$ cat config.mk
export PLATFORM = sky130hd
export DESIGN_NAME = frame_header_crc_generator
export DESIGN_NICKNAME = d
export VERILOG_FILES = /design/src/rtl/fhcg_pkg.sv /design/src/rtl/frame_header_crc_generator.sv
export SDC_FILE = /design/constraint.sdc
export NUM_CORES = 1
export LEC_CHECK = 0
export BUFFER_PORTS_ARGS = -buffer_cell sky130_fd_sc_hd__buf_2
export CAP_MARGIN = 20
export CORE_MARGIN = 8
export CORE_UTILIZATION = 60
export CTS_CLUSTER_SIZE = 30
export DETAILED_ROUTE_END_ITERATION = 8
export PLACE_DENSITY = 0.84
export SKIP_LAST_GASP = 1
export SYNTH_ARGS = -nofsm -noshare
export SYNTH_HDL_FRONTEND = slang
export SYNTH_SLANG_ARGS = --single-unit
$ cat constraint.sdc
create_clock -name clk -period 4.4 [get_ports clk]
set_clock_uncertainty 0.2 [all_clocks]
set_input_delay 0.22 -clock clk [delete_from_list [all_inputs] [get_ports clk]]
set_output_delay 0.22 -clock clk [all_outputs]
set_load 0.02 [all_outputs]
$ cat src/rtl/fhcg_pkg.sv
// package: widths, crc constants and header crc helpers for the frame header crc generator
`timescale 1ns / 1ps

package fhcg_pkg;

	localparam int MAX_PAYLOAD = 16384;
	localparam int MAX_W = 16;
	localparam int COUNT_W = 15;
	localparam int COUNT_TOP = (1 << COUNT_W) - 1;
	localparam int CAP_I = (MAX_PAYLOAD + 1 > COUNT_TOP) ? COUNT_TOP : MAX_PAYLOAD + 1;
	localparam logic [COUNT_W-1:0] COUNT_CAP = COUNT_W'(CAP_I);
	localparam logic [MAX_W-1:0] MAX_LEN = MAX_W'(MAX_PAYLOAD);

	localparam int OPCODE_W = 16;
	localparam int SEQ_W = 32;
	localparam int BYTE_W = 8;
	localparam int CRC_W = 32;
	localparam int HDR_BITS = OPCODE_W + SEQ_W;

	localparam int IN_DATA_W = 56;
	localparam int OUT_DATA_W = 96;

	localparam logic [CRC_W-1:0] CRC_POLY = 32'hEDB8_8320;
	localparam logic [CRC_W-1:0] CRC_INIT = 32'hFFFF_FFFF;

	typedef logic [CRC_W-1:0] hdr_cols_t [HDR_BITS];

	// one reflected crc bit step
	function automatic logic [CRC_W-1:0] crc_bit(input logic [CRC_W-1:0] c, input logic b);
		logic fb;
		fb = c[0] ^ b;
		return {1'b0, c[CRC_W-1:1]} ^ (fb ? CRC_POLY : '0);
	endfunction

	// crc of an all-zero header starting from all ones
	function automatic logic [CRC_W-1:0] gen_hdr_init();
		logic [CRC_W-1:0] c;
		c = CRC_INIT;
		for (int k = 0; k < HDR_BITS; k++) begin
			c = crc_bit(c, 1'b0);
		end
		return c;
	endfunction

	// contribution of each single header bit from a zero register
	function automatic hdr_cols_t gen_hdr_cols();
		hdr_cols_t cols;
		logic [CRC_W-1:0] c;
		for (int i = 0; i < HDR_BITS; i++) begin
			c = '0;
			for (int k = 0; k < HDR_BITS; k++) begin
				c = crc_bit(c, k == i);
			end
			cols[i] = c;
		end
		return cols;
	endfunction

	localparam logic [CRC_W-1:0] HDR_INIT = gen_hdr_init();
	localparam hdr_cols_t HDR_COLS = gen_hdr_cols();

	// header crc is linear in its bits: one flat xor per crc bit
	function automatic logic [CRC_W-1:0] hdr_crc(input logic [HDR_BITS-1:0] h);
		logic [CRC_W-1:0] acc;
		acc = HDR_INIT;
		for (int i = 0; i < HDR_BITS; i++) begin
			if (h[i]) begin
				acc = acc ^ HDR_COLS[i];
			end
		end
		return acc;
	endfunction

	function automatic logic [CRC_W-1:0] crc_byte(input logic [CRC_W-1:0] c,
			input logic [BYTE_W-1:0] d);
		logic [CRC_W-1:0] r;
		r = c;
		for (int i = 0; i < BYTE_W; i++) begin
			r = crc_bit(r, d[i]);
		end
		return r;
	endfunction

endpackage

$ cat src/rtl/frame_header_crc_generator.sv
// top level: frame header crc generator, at most one payload byte per request
`timescale 1ns / 1ps

// channel  | ports                          | contents
// ---------+--------------------------------+------------------------------------------
// in       | s_axis_tvalid/tready/tdata/... | at most one byte per request, tlast ends frame
// out      | m_axis_tvalid/tready/tdata/... | one header per frame, tuser = accepted
//
// one request a cycle is taken unless a closing request waits on a stalled
// result; each goes through an input register and one pass of logic into the
// frame state and the result register. the header crc is formed while the
// request enters the input register. reset clears all valid flags and returns
// the crc state to all ones; a stalled result holds only a closing request,
// which waits in the input register and so holds the requests behind it.

module frame_header_crc_generator (
	input  logic                              clk,
	input  logic                              arst_n,
	input  logic                              s_axis_tvalid,
	output logic                              s_axis_tready,
	// opcode[15:0], seq_number[47:16], data_byte[55:48]
	input  logic [fhcg_pkg::IN_DATA_W-1:0]    s_axis_tdata,
	// byte_valid[0]
	input  logic                              s_axis_tuser,
	input  logic                              s_axis_tlast,
	output logic                              m_axis_tvalid,
	input  logic                              m_axis_tready,
	// frame_length[14:0], frame_opcode[30:15], frame_seq[62:31], checksum[94:63], zero pad
	output logic [fhcg_pkg::OUT_DATA_W-1:0]   m_axis_tdata,
	// accepted[0]
	output logic                              m_axis_tuser
);

	// input register
	logic                            v_s1;
	logic [fhcg_pkg::OPCODE_W-1:0]   opcode_s1;
	logic [fhcg_pkg::SEQ_W-1:0]      seq_s1;
	logic [fhcg_pkg::BYTE_W-1:0]     byte_s1;
	logic                            byte_valid_s1;
	logic                            last_s1;
	logic [fhcg_pkg::CRC_W-1:0]      hdr_crc_s1;

	// frame state
	logic                            in_frame_q;
	logic [fhcg_pkg::CRC_W-1:0]      crc_q;
	logic [fhcg_pkg::COUNT_W-1:0]    count_q;
	logic [fhcg_pkg::OPCODE_W-1:0]   held_opcode_q;
	logic [fhcg_pkg::SEQ_W-1:0]      held_seq_q;

	// result register
	logic                            out_valid_q;
	logic [fhcg_pkg::COUNT_W-1:0]    out_length_q;
	logic [fhcg_pkg::OPCODE_W-1:0]   out_opcode_q;
	logic [fhcg_pkg::SEQ_W-1:0]      out_seq_q;
	logic [fhcg_pkg::CRC_W-1:0]      out_crc_q;
	logic                            out_acc_q;

	logic                            out_free;
	logic                            fire;
	logic [fhcg_pkg::CRC_W-1:0]      base_crc;
	logic [fhcg_pkg::COUNT_W-1:0]    base_count;
	logic [fhcg_pkg::OPCODE_W-1:0]   cur_opcode;
	logic [fhcg_pkg::SEQ_W-1:0]      cur_seq;
	logic [fhcg_pkg::CRC_W-1:0]      next_crc;
	logic [fhcg_pkg::COUNT_W-1:0]    next_count;
	logic                            ok;

	assign out_free = !out_valid_q || m_axis_tready;
	// a request that closes no frame never waits on the output side
	assign fire = v_s1 && (!last_s1 || out_free);
	assign s_axis_tready = !v_s1 || fire;

	always_comb begin
		base_crc   = in_frame_q ? crc_q : hdr_crc_s1;
		base_count = in_frame_q ? count_q : '0;
		cur_opcode = in_frame_q ? held_opcode_q : opcode_s1;
		cur_seq    = in_frame_q ? held_seq_q : seq_s1;
		next_crc   = byte_valid_s1 ? fhcg_pkg::crc_byte(base_crc, byte_s1) : base_crc;
		next_count = (byte_valid_s1 && (base_count < fhcg_pkg::COUNT_CAP)) ?
			base_count + 1'b1 : base_count;
		ok = {1'b0, next_count} <= fhcg_pkg::MAX_LEN;
	end

	always_ff @(posedge clk or negedge arst_n) begin
		if (!arst_n) begin
			v_s1 <= 1'b0;
		end else if (s_axis_tready) begin
			v_s1 <= s_axis_tvalid;
		end
	end

	always_ff @(posedge clk) begin
		if (s_axis_tready && s_axis_tvalid) begin
			opcode_s1     <= s_axis_tdata[15:0];
			seq_s1        <= s_axis_tdata[47:16];
			byte_s1       <= s_axis_tdata[55:48];
			byte_valid_s1 <= s_axis_tuser;
			last_s1       <= s_axis_tlast;
			hdr_crc_s1    <= fhcg_pkg::hdr_crc(s_axis_tdata[47:0]);
		end
	end

	always_ff @(posedge clk or negedge arst_n) begin
		if (!arst_n) begin
			in_frame_q    <= 1'b0;
			crc_q         <= fhcg_pkg::CRC_INIT;
			count_q       <= '0;
			held_opcode_q <= '0;
			held_seq_q    <= '0;
		end else if (fire) begin
			held_opcode_q <= cur_opcode;
			held_seq_q    <= cur_seq;
			if (last_s1) begin
				in_frame_q <= 1'b0;
				crc_q      <= fhcg_pkg::CRC_INIT;
				count_q    <= '0;
			end else begin
				in_frame_q <= 1'b1;
				crc_q      <= next_crc;
				count_q    <= next_count;
			end
		end
	end

	always_ff @(posedge clk or negedge arst_n) begin
		if (!arst_n) begin
			out_valid_q <= 1'b0;
		end else if (fire && last_s1) begin
			out_valid_q <= 1'b1;
		end else if (m_axis_tready) begin
			out_valid_q <= 1'b0;
		end
	end

	always_ff @(posedge clk) begin
		if (fire && last_s1) begin
			out_length_q <= ok ? next_count : '0;
			out_opcode_q <= ok ? cur_opcode : '0;
			out_seq_q    <= ok ? cur_seq : '0;
			out_crc_q    <= ok ? ~next_crc : '0;
			out_acc_q    <= ok;
		end
	end

	assign m_axis_tvalid = out_valid_q;
	assign m_axis_tdata  = {1'b0, out_crc_q, out_seq_q, out_opcode_q, out_length_q};
	assign m_axis_tuser  = out_acc_q;

	// count is held at zero and crc at all ones outside a frame
	a_idle_count: assert property (@(posedge clk) disable iff (!arst_n)
		!in_frame_q |-> (count_q == '0 && crc_q == fhcg_pkg::CRC_INIT))
		else $error("frame state not cleared outside a frame");

	// saturation bound on the running count
	a_count_cap: assert property (@(posedge clk) disable iff (!arst_n)
		count_q <= fhcg_pkg::COUNT_CAP)
		else $error("byte count beyond its cap");

	// a closing request loads a result in the next cycle
	a_result_follows: assert property (@(posedge clk) disable iff (!arst_n)
		(fire && last_s1) |=> m_axis_tvalid)
		else $error("closing request gave no result");

	// rejected headers carry zero fields
	a_reject_zero: assert property (@(posedge clk) disable iff (!arst_n)
		(m_axis_tvalid && !m_axis_tuser) |-> (m_axis_tdata == '0))
		else $error("rejected header with non-zero fields");

	// accepted headers stay within the payload limit
	a_accept_len: assert property (@(posedge clk) disable iff (!arst_n)
		(m_axis_tvalid && m_axis_tuser) |-> ({1'b0, out_length_q} <= fhcg_pkg::MAX_LEN))
		else $error("accepted header longer than the limit");

endmodule

After elaboration in Yosys (flattened, before gate mapping)
Index checks and enable logic that the tools add are counted.
Word-level totals
  register bits after elaboration: 284
  input port bits: 62
  output and inout port bits: 99
  word-level logic and storage cells: 210
Cells by class
  add/sub/neg operators: 1
  magnitude comparators: 2
  multiplexer cells: 114
  bitwise gates (word level): 64
  reduce and logical (&&, ||, !) cells: 11
Operator list (number)
  32-bit two-way mux: 78
  31-bit two-way mux: 10
  31-bit by 32-bit bitwise XOR with 32-bit output: 8
  13-bit inverter: 18
  30-bit two-way mux: 6
  29-bit two-way mux: 4
  15-bit inverter: 6
  28-bit two-way mux: 3
  12-bit inverter: 7
  14-bit inverter: 6
  27-bit two-way mux: 3
  16-bit inverter: 4
  26-bit two-way mux: 2
  15-bit two-way mux: 3
  18-bit inverter: 2
  32-bit inverter: 1
  25-bit two-way mux: 1
  11-bit inverter: 2
  20-bit inverter: 1
  17-bit inverter: 1
  16-bit two-way mux: 1
  15-bit by 1-bit adder with 15-bit output (second input constant): 1
  15-bit less-or-equal comparator (second input constant): 1
  15-bit less-than comparator (second input constant): 1
  other kinds (6): 22

Depth between registers and ports, before layout
  depth in word-level cells: 147
  mapped depth: 14
  depth with buffers taken out: 9

Least setup slack after synthesis
No wires, ideal clock.
  kind: flip-flop to flip-flop
  start point: reg last_s1
  end point: reg out_acc_q, in the netlist m_axis_tuser, enable pin
  library setup time: 0.449 ns
  data arrival time: 2.963 ns
  data required time: 3.751 ns
  setup slack: 0.788 ns
  cell stages (with the launch flop): 7
  buffers on the path: 2
  period minus slack after synthesis: 3.612 ns
  cells stage by stage: edfxtp_1 clkbuf_1 nand3b_1 and2_1 clkbuf_1 nand2_1 inv_1
Between the ends
  longest elaborated chain between the ends: 4
RTL lines
  start: declaration: line frame_header_crc_generator.sv:40  | logic last_s1;
  start signal: assignment: line frame_header_crc_generator.sv:98  | last_s1 <= s_axis_tlast;
  1-bit zero test: line frame_header_crc_generator.sv:70  | assign fire = v_s1 && (!last_s1 || out_free);
  1-bit logical OR: line frame_header_crc_generator.sv:70
  1-bit logical AND: line frame_header_crc_generator.sv:70
  1-bit logical AND *: line frame_header_crc_generator.sv:136  | if (fire && last_s1) begin
  end signal: assignment: line frame_header_crc_generator.sv:141  | out_acc_q <= ok;
  end: declaration: line frame_header_crc_generator.sv:56  | logic out_acc_q;
Mark *: on every way between the ends. The rest lies on a longest branch, timed or not.
A chain may end at the register's enable or synchronous reset.

Worst setup path in the final report
  start point: reg in_frame_q
  end point: reg out_crc_q[20] (netlist name) (data pin)
Between the ends
  longest elaborated chain between the ends: 15
  elaborated cells on any way between the ends: 29
  those cells by class: add/sub (1); order compare (2); mux (10); bitwise (15); reduce/logical (1)
RTL lines
  start: declaration: line frame_header_crc_generator.sv:44  | logic in_frame_q;
  start signal: assignment: line frame_header_crc_generator.sv:105  | in_frame_q <= 1'b0;
  start signal: assignment: line frame_header_crc_generator.sv:114  | in_frame_q <= 1'b0;
  start signal: assignment: line frame_header_crc_generator.sv:118  | in_frame_q <= 1'b1;
  branches (longest 15 deep; another with 15-bit less-than comparator)
  end signal: assignment: line frame_header_crc_generator.sv:140  | out_crc_q <= ok ? ~next_crc : '0;
  end: declaration: line frame_header_crc_generator.sv:55  | logic [fhcg_pkg::CRC_W-1:0] out_crc_q;
Several ways; the timed one is not identified.

==> flow_metrics.tcl <==
set metrics [dict create \
    cp.depth 7 \
    ir_worst_vdd_v 0.0004826 \
    cts_setup_buffers 0 \
    ctsHoldBuffers 61 \
    crit_family "XOR/XNOR gates" \
    seqPwrFrac_pct 34.3 \
    antenna_found_initial 2 \
    r2r_setup_slack_ns 0.59 \
    clkSlewWorstSetupHoldPaths_ns 0.06 \
    fp-row-count 59 \
    crit_path_start "in_frame_q$_DFFE_PN0P_" \
    ys_seq_elements 284 \
    cts_buffers 29 \
    hold_viol 0 \
    clk_path_buf_depth 3 \
    pwr-share-comb_pct 46.3 \
    p_total_mw 12.09 \
    grt_setup_unrepaired "false" \
    final.period_utilization_pct 86.52 \
    clock_latency_ns 0.54 \
    crit_end "out_crc_q[20]$_SDFFCE_PN0P_" \
    drc 0 \
    period_minus_slack_ns 3.807 \
    grt_pass1_vias 10725 \
    utilization_pct 70.65 \
    final_common_cell "xnor2_1" \
    antenna_left 0 \
    p_int_mw 7.735 \
    worstPathArrival_ns 3.89 \
    cts.htree.levels 1 \
    gp_congestion 0.9448 \
    critPathSlowestCell "dfrtp_4" \
    power_leakage_nw 6.857 \
    hpwl_um 29190 \
    setup_ws_ns 0.5930 \
    pre_cts_slack_ns 0.6086 \
    syn_area_um2 15920 \
    fillers 1855 \
    yosysWarningCount 0 \
    synth.yosys.seq_area_share_pct 50.73 \
    drv_cap 0 \
    placedCellCount 1665 \
    dr.pass1.iters 5 \
    cts_root_buffer "clkbuf_16" \
    max_freq_mhz 262.7 \
    synth_top_cell_by_area "edfxtp_1" \
    drive_above_1_share_pct 28.07 \
    synth_area_leaders "edfxtp_1, xnor2_1, dfrtp_1" \
    final-instance-count-excl-fill 1780 \
    die_area_um2 32010 \
    drt_first_iter_violations 850 \
    initial_utilization_pct 61.10 \
    slew_headroom_pct 28.13 \
    fp.dieW_um 178.9 \
    crit_chain "mux2i_1 -> xnor2_2 -> xnor2_2 -> xnor3_1 -> xnor3_1 -> mux2_2 -> a21boi_1" \
    nNetsFinal 1485 \
    yosysTopAreaCellShare_pct 35.08 \
    required_ns 4.48 \
    core-area_um2 26060 \
    pin_count 161 \
    grt_pass1_wl_um 63970 \
    ctsResizeCount 0 \
    hold_path_class "primary input to asynchronous set/reset pin" \
    path_class "flop to flop" \
    synthesis.nets 1311 \
    drt-total-wl_um 41740 \
    reg2reg_from "in_frame_q$_DFFE_PN0P_" \
    cts_tree "done" \
    worst_r2r_path_depth 7 \
    cts.sinks 284 \
    cp-start-kind "flop" \
    timing.setup.tns_ns 0 \
    end_kind "flop" \
    ys_async_sr_fraction_pct 34.51 \
    path_max_fanout 50 \
    areaGrowthSynthToFinish_pct 15.64 \
    grt-ovfl-total 0 \
    drv_slew 0 \
    grt_usage_pct 26.31 \
    p_clk_share_pct 19.3 \
    syn_area_per_cell_um2 12.76 \
    io_buffers 159 \
    wire_per_inst_um 23.45 \
    synth_edf_count 186 \
    r2r-end "out_crc_q[20]$_SDFFCE_PN0P_" \
    synthCells 1248 \
    setup_viol 0 \
    netSwitchingPower_mw 4.353 \
    die_h_um 178.9 \
    vias 10324 \
    switching_share_pct 36.01 \
    synth_cell_types 59 \
    crit_buf_inv 0 \
    ys.flop_type "edfxtp_1" \
    outcome "completed" \
    worst_pin_slew_ns 1.075 \
    vias_per_cell 5.800 \
    slowest_delay_ns 0.91 \
    p_per_area_nw_per_um2 656.5 \
    grt_start_max_net_pins 69 \
    final_cell_mix "xnor2_1, edfxtp_1, buf_2" \
]
how the worst min path moves through the flow:
stage                      from                         end
6_report                 arst_n  held_seq_q[14]$_DFFE_PN0P_
5_1_grt        s_axis_tdata[53]        byte_s1[5]$_DFFE_PP_
2_1_floorplan            arst_n      count_q[0]$_DFFE_PN0P_
3_5_place_dp             arst_n  held_seq_q[14]$_DFFE_PN0P_
3_3_place_gp             arst_n  held_seq_q[14]$_DFFE_PN0P_
4_1_cts            s_axis_tuser     byte_valid_s1$_DFFE_PP_
per-stage QoR:
step,area (µm²),hold slack (ns)
after floorplan,15920,-0.2756
after CTS,18410,0.1639
after global routing,18410,0.1781
after detailed placement,16890,0.1816
after global placement,16890,0.1679
final,18410,0.1305
kinds of logic (layout without fill, tap and decap cells):
family | Yosys count | count (layout) | share of synthesized area, %
DFF | 284 | 284 | 50.73
and+or+nand+nor | 109 | 109 | 3.466
muxes | 150 | 150 | 9.862
other | 1 | 3 | 0.02355
xor gates and xnor gates | 415 | 415 | 23.98
adders and majority gates | 1 | 1 | 0.07857
buffers and inverters | 107 | 302 | 3.073
AOI/OAI and AO/OA | 181 | 181 | 8.786
cells in the mapped netlist (3+ instances only):
cell,instances
xnor2_1,313
edfxtp_1,186
mux2i_1,95
xor2_1,87
a21oi_2,78
clkbuf_1,72
dfrtp_1,66
mux2_2,55
nand2_1,40
dfstp_2,32
o21ai_0,29
o22a_1,25
nor2_1,21
a21oi_1,14
nor3_1,13
inv_1,10
buf_6,8
buf_2,7
xnor3_1,7
nand2b_1,6
a211oi_1,5
a31oi_1,5
buf_1,5
buf_4,5
a21boi_1,4
nor4_1,4
o211ai_1,4
o21a_1,4
o31a_1,4
xnor2_2,4
and2_1,3
nand3_1,3
nand4_1,3
worst reg2reg max path: stages, from the launching register on:
cell      delay (ns)
dfrtp_4         0.91
mux2i_1         0.44
xnor2_2         0.20
xnor2_2         0.45
xnor3_1         0.58
xnor3_1         0.35
mux2_2          0.28
a21boi_1        0.13
metal layers:
layer	GRT usage, %	share of wire [%]	vias up
met1	35.91	43	5221
met4	7.475	2.2	0
met5	0	0	-
met3	3.728	6.3	65
met2	43.27	48	347
li1	-	-	4691
area by class of cell:
class	instances	area, µm²	share of cell area [%]
inverter	10	40.04	0.2175
timing repair buffer	240	1597	8.671
clock inverter	12	105.1	0.5708
clock buffer	40	797.0	4.329
multi-input combinational	857	7367	40.01
antenna	2	5.005	0.02718
sequential	284	8082	43.89
tap	335	419.2	2.277
power by group through the flow:
| stage | clock network (mW) | logic (mW) | registers (mW) |
|---|---|---|---|
| final | 2.34 | 5.60 | 4.15 |
| after global routing | 2.47 | 6.01 | 4.20 |
| after CTS | 2.37 | 5.60 | 4.15 |
| after detailed placement | 0 | 5.50 | 4.19 |
| after global placement | 0 | 5.42 | 4.17 |
| after floorplan | 0 | 4.13 | 4.24 |
flip-flops by register name (all words and copies together) (netlist names), 15 cells and up:
| signal | flops |
|---|---|
| out_crc_q | 32 |
| out_seq_q | 32 |
| seq_s1 | 32 |
| held_seq_q | 32 |
| out_opcode_q | 16 |
| hdr_crc_s1 | 32 |
| out_length_q | 15 |
| crc_q | 32 |
| held_opcode_q | 16 |
| count_q | 15 |
| opcode_s1 | 16 |
Note: power is estimated with default switching activity, not from simulation.
